$ cat src/rtl/fpgc_pkg.sv
// ----------------------------------------------------------------------------
// fpgc_pkg: shared types and constants for the page validity tracker
// Field widths, operation codes, register indexes, controller states and
// the result record that the top level and its submodules share.
// ----------------------------------------------------------------------------
`default_nettype none

package fpgc_pkg;

	// Default geometry
	localparam int NUM_BLOCKS_DEF      = 256;
	localparam int PAGES_PER_BLOCK_DEF = 64;

	// Fixed field widths
	localparam int OP_W       = 2;
	localparam int ADDR_W     = 14;
	localparam int BIDX_W     = 8;
	localparam int BASE_W     = 8;
	localparam int SCNT_W     = 9;
	localparam int CFG_DATA_W = 9;
	localparam int CFG_IDX_W  = 1;
	localparam int OUT_BLK_W  = 8;
	localparam int OUT_CNT_W  = 7;

	// Internal block index width, wide enough for any block count in range
	localparam int XW = 13;

	// Reset value of the scan length register
	localparam logic [SCNT_W-1:0] SCAN_COUNT_RST = 9'd256;

	// Register indexes
	localparam logic [CFG_IDX_W-1:0] REG_SCAN_BASE  = 1'b0;
	localparam logic [CFG_IDX_W-1:0] REG_SCAN_COUNT = 1'b1;

	// Operation codes
	typedef enum logic [OP_W-1:0] {
		OP_INVALIDATE = 2'd0,
		OP_SELECT     = 2'd1,
		OP_FREE       = 2'd2
	} op_t;

	// Controller states
	typedef enum logic [2:0] {
		ST_CLEAR,
		ST_IDLE,
		ST_INV_RD,
		ST_INV_WR,
		ST_SCAN,
		ST_SCAN_END,
		ST_FREE,
		ST_RESP
	} state_t;

	// One result item
	typedef struct packed {
		logic                 victim_found;
		logic [OUT_BLK_W-1:0] victim_block;
		logic [OUT_CNT_W-1:0] victim_invalid_count;
		logic                 repeat_invalidate;
		logic                 block_all_invalid;
	} res_t;

	// Width of the block number taken from a page address
	function automatic int blk_w(input int ppb);
		return ADDR_W - $clog2(ppb) + 1;
	endfunction

	// Width of the page number within a block
	function automatic int page_w(input int ppb);
		return $clog2(ppb);
	endfunction

endpackage

`default_nettype wire

$ cat src/rtl/fpgc_split.sv
// ----------------------------------------------------------------------------
// fpgc_split: page address to block and page number
// Divides the page address by the pages per block with a reciprocal
// multiply (exact over the whole address range), registers the quotient,
// and forms the remainder from the registered values.
// ----------------------------------------------------------------------------
`default_nettype none

module fpgc_split #(
	parameter int PAGES_PER_BLOCK = fpgc_pkg::PAGES_PER_BLOCK_DEF
) (
	input  wire logic                                            clk,
	input  wire logic                                            load,
	input  wire logic [fpgc_pkg::ADDR_W-1:0]                     addr,
	output      logic [fpgc_pkg::blk_w(PAGES_PER_BLOCK)-1:0]     blk,
	output      logic [fpgc_pkg::page_w(PAGES_PER_BLOCK)-1:0]    page
);

	import fpgc_pkg::*;

	localparam int QW    = blk_w(PAGES_PER_BLOCK);
	localparam int PW    = page_w(PAGES_PER_BLOCK);
	localparam int SHIFT = 24;
	localparam int RCW   = 25;
	localparam int PRW   = ADDR_W + RCW;
	localparam int unsigned RECIP = (1 << SHIFT) / PAGES_PER_BLOCK + 1;

	logic [PRW-1:0]    prod;
	logic [ADDR_W-1:0] addr_s1;
	logic [ADDR_W-1:0] base;
	logic [ADDR_W-1:0] diff;

	// Quotient by reciprocal multiply
	assign prod = PRW'(addr) * PRW'(RECIP);

	// Hold address and quotient for the item under way
	always_ff @(posedge clk) begin
		if (load) begin
			addr_s1 <= addr;
			blk     <= prod[SHIFT +: QW];
		end
	end

	// Remainder from the registered quotient
	assign base = ADDR_W'(blk) * ADDR_W'(PAGES_PER_BLOCK);
	assign diff = addr_s1 - base;
	assign page = diff[PW-1:0];

endmodule

`default_nettype wire

$ cat config.mk
export PLATFORM = sky130hd
export DESIGN_NAME = fpgc_split
export DESIGN_NICKNAME = d
export VERILOG_FILES = /design/src/rtl/fpgc_pkg.sv /design/src/rtl/fpgc_split.sv
export SDC_FILE = /design/constraint.sdc
export NUM_CORES = 1
export LEC_CHECK = 0
export BUFFER_PORTS_ARGS = -buffer_cell sky130_fd_sc_hd__buf_2
export CAP_MARGIN = 20
export CORE_AREA = 2 2 39 41
export DETAILED_ROUTE_END_ITERATION = 8
export DIE_AREA = 0 0 41 43
export MAX_ROUTING_LAYER = met4
export PLACE_DENSITY = 0.7
export SLEW_MARGIN = 20
export SYNTH_ARGS = -nofsm -noshare
export SYNTH_HDL_FRONTEND = slang
export SYNTH_SLANG_ARGS = --single-unit
$ cat constraint.sdc
create_clock -name clk -period 0.8 [get_ports clk]
set_input_delay 0.12 -clock clk [delete_from_list [all_inputs] [get_ports clk]]
set_output_delay 0.12 -clock clk [all_outputs]
set_load 0.01 [all_outputs]
==> reports/qor.csv <==
stage;metric;value;unit
status;status;finished, violations left;
status;failed_checks;negative setup slack;
critical_path;slowest_delay;370;ps
routing;drc;0;
floorplanning;die_y;43;um
cells_and_area;layout_common_cells;29 x buf_2, 14 x edfxtp_1, 3 x clkbuf_4;
cells_and_area;syn_to_final_growth;41.74;%
power;pwr-share-seq;65.0;%
cells_and_area;final_cell_area;611.8;um2
power;p_leak;0.2682;nW
timing;setup_viol;14;
cells_and_area;num_antenna_cells;0;
timing;fin_crit_sh;111.4;%
cts;cts_root_buf;clkbuf_4;
critical_path;critPathBufInv;1;
yosys;synthCells;16;
yosys;syn_area_per_cell;26.98;um2
floorplanning;ios;31;
cells_and_area;final_common_cell;buf_2;
critical_path;cp_top_family;flip-flops;
global_route;first_global_vias;239;
critical_path;crit_type;flop to output port;
power;switchingPower;0.0002512;W
cells_and_area;final_util;44.21;%
power;p_sw_share;18.52;%
cells_and_area;drive_gt1_share;68.09;%
floorplanning;die_area;1763;um2
yosys;ys_ff_latch;14;
power;p_int;0.001105;W
timing;finalHoldViolations;0;
cts;ctsResizeCount;0;
cts;clk_pin_slew;70;ps
floorplanning;initial_core_util;31.19;%
cts;cts_sinks;14;
routing;drt_iter0_drc;8;
global_route;grt_remaining_overflow;0;
routing;routed_wl;616;um
floorplanning;core;1384;um2
global_route;grtUsageTotal;8.157;%
power;ir_drop;0.0006192;V
critical_path;end_kind;output port;
yosys;synth_nets;32;
cts;hold_buffers;0;
critical_path;slowest_stage;edfxtp_1;
cts;cts_buffer_depth;2;
floorplanning;die_w;41;um
timing;setup_ws;-91.22;ps
cts;numCtsBuffers;3;
critical_path;path_cells;buf_2;
power;p_per_area;2217;nW/um2
routing;avgRoutedWirePerCell;9.778;um
yosys;ys_warn_count;0;
floorplanning;rows;14;
global_route;grt_pass1_wl;910;um
timing;fin_crit;891.2;ps
timing;rsz0062_at_grt;true;
critical_path;crit_arrival;770;ps
placed_design;gp_congestion;0.5792;
global_route;antenna_found_initial;0;
cts;htree_levels;1;
timing;maxSlewViolCount;0;
timing;hold_ws;34.41;ps
cells_and_area;nets;65;
routing;vias;237;
routing;dr.pass1.iters;2;
routing;vias_per_cell;3.762;
placed_design;io_buffers;29;
critical_path;critical_path_peak_fanout;1;
hold_path;hp-class;input port to flop;
cts;cts_tree;done;
placed_design;place_area;589.3;um2
power;combPwrFrac;9.6;%
job;max_cap_viol_count;0;
global_route;grt_max_degree;15;
routing;antenna_left;0;
yosys;yosysSeqAreaShare;97.39;%
yosys;synth_area;431.7;um2
critical_path;cp.required;680;ps
power;clockPowerShare;25.4;%
timing;fmaxAchievable;1.122;GHz
critical_path;crit_path_start_kind;flop;
yosys;synth_cell_types;3;
==> power groups by stage <==
| stage | Clock (W) | Sequential [W] | Combinational (W) |
|---|---|---|---|
| 6_report | 0.000345 | 0.000881 | 0.000130 |
| 5_1_grt | 0.000390 | 0.000888 | 0.000146 |
| 4_1_cts | 0.000356 | 0.000882 | 0.000132 |
| 3_5_place_dp | 0 | 0.000898 | 0.000132 |
| 3_3_place_gp | 0 | 0.000898 | 0.000131 |
| 2_1_floorplan | 0 | 0.000935 | 0.00000566 |
==> through the flow <==
step / TNS (ps) / std cells / setup slack, ps / total power (W)
global placement: 0 / 60 / 81.06 / 0.001029
finish: -1025 / 63 / -91.22 / 0.001356
global route: -1677 / 63 / -143.4 / 0.001423
detailed placement: 0 / 60 / 73.63 / 0.001030
CTS: -1169 / 63 / -102.4 / 0.001370
floorplan: 0 / 16 / 286.2 / 0.0009406
==> repair_timing <==
| action | 4_1_cts | 5_1_grt |
|---|---|---|
| buffers inserted | 0 | 0 |
| setup endpoints to repair | 14 | 14 |
| hold endpoints to repair | 0 | 0 |
==> synth_stat cells (all sizes together) <==
master  number  share of area (%)
edfxtp      14                 97
buf          1                1.7
conb         1               0.87
==> cell families after synthesis <==
family	share of synthesized area (%)
other cells	0.8687
buf+inv	1.740
flops	97.39
==> per-layer routing <==
layer / vias to the layer above / share of wire (%) / GRT usage [%]
met2: 17 / 42 / 9.688
met3: 0 / 9.7 / 1.571
met4: 0 / 0 / 6.000
li1: 123 / - / -
met5: - / 0 / -
met1: 97 / 48 / 12.01
==> cell type report <==
type,instances,area (um2)
clock buffers,3,22.52
fillers,131,772.0
multi-input cells,1,3.754
flip-flops and latches,14,420.4
well taps,16,20.02
repair buffers,29,145.1
==> path summary, 6_finish.rpt <==
path                  startpoint      to  slack [ps]  depth (start not counted)
worst max-delay path      blk[6]  blk[6]         -90                          1
worst min-delay path    addr[10]  blk[4]          30                          1
==> state kept, by name, indices dropped and copies added (netlist names) <==
signal and count:
addr_s1 6, blk 8
Power figures use the tool's default switching activity.
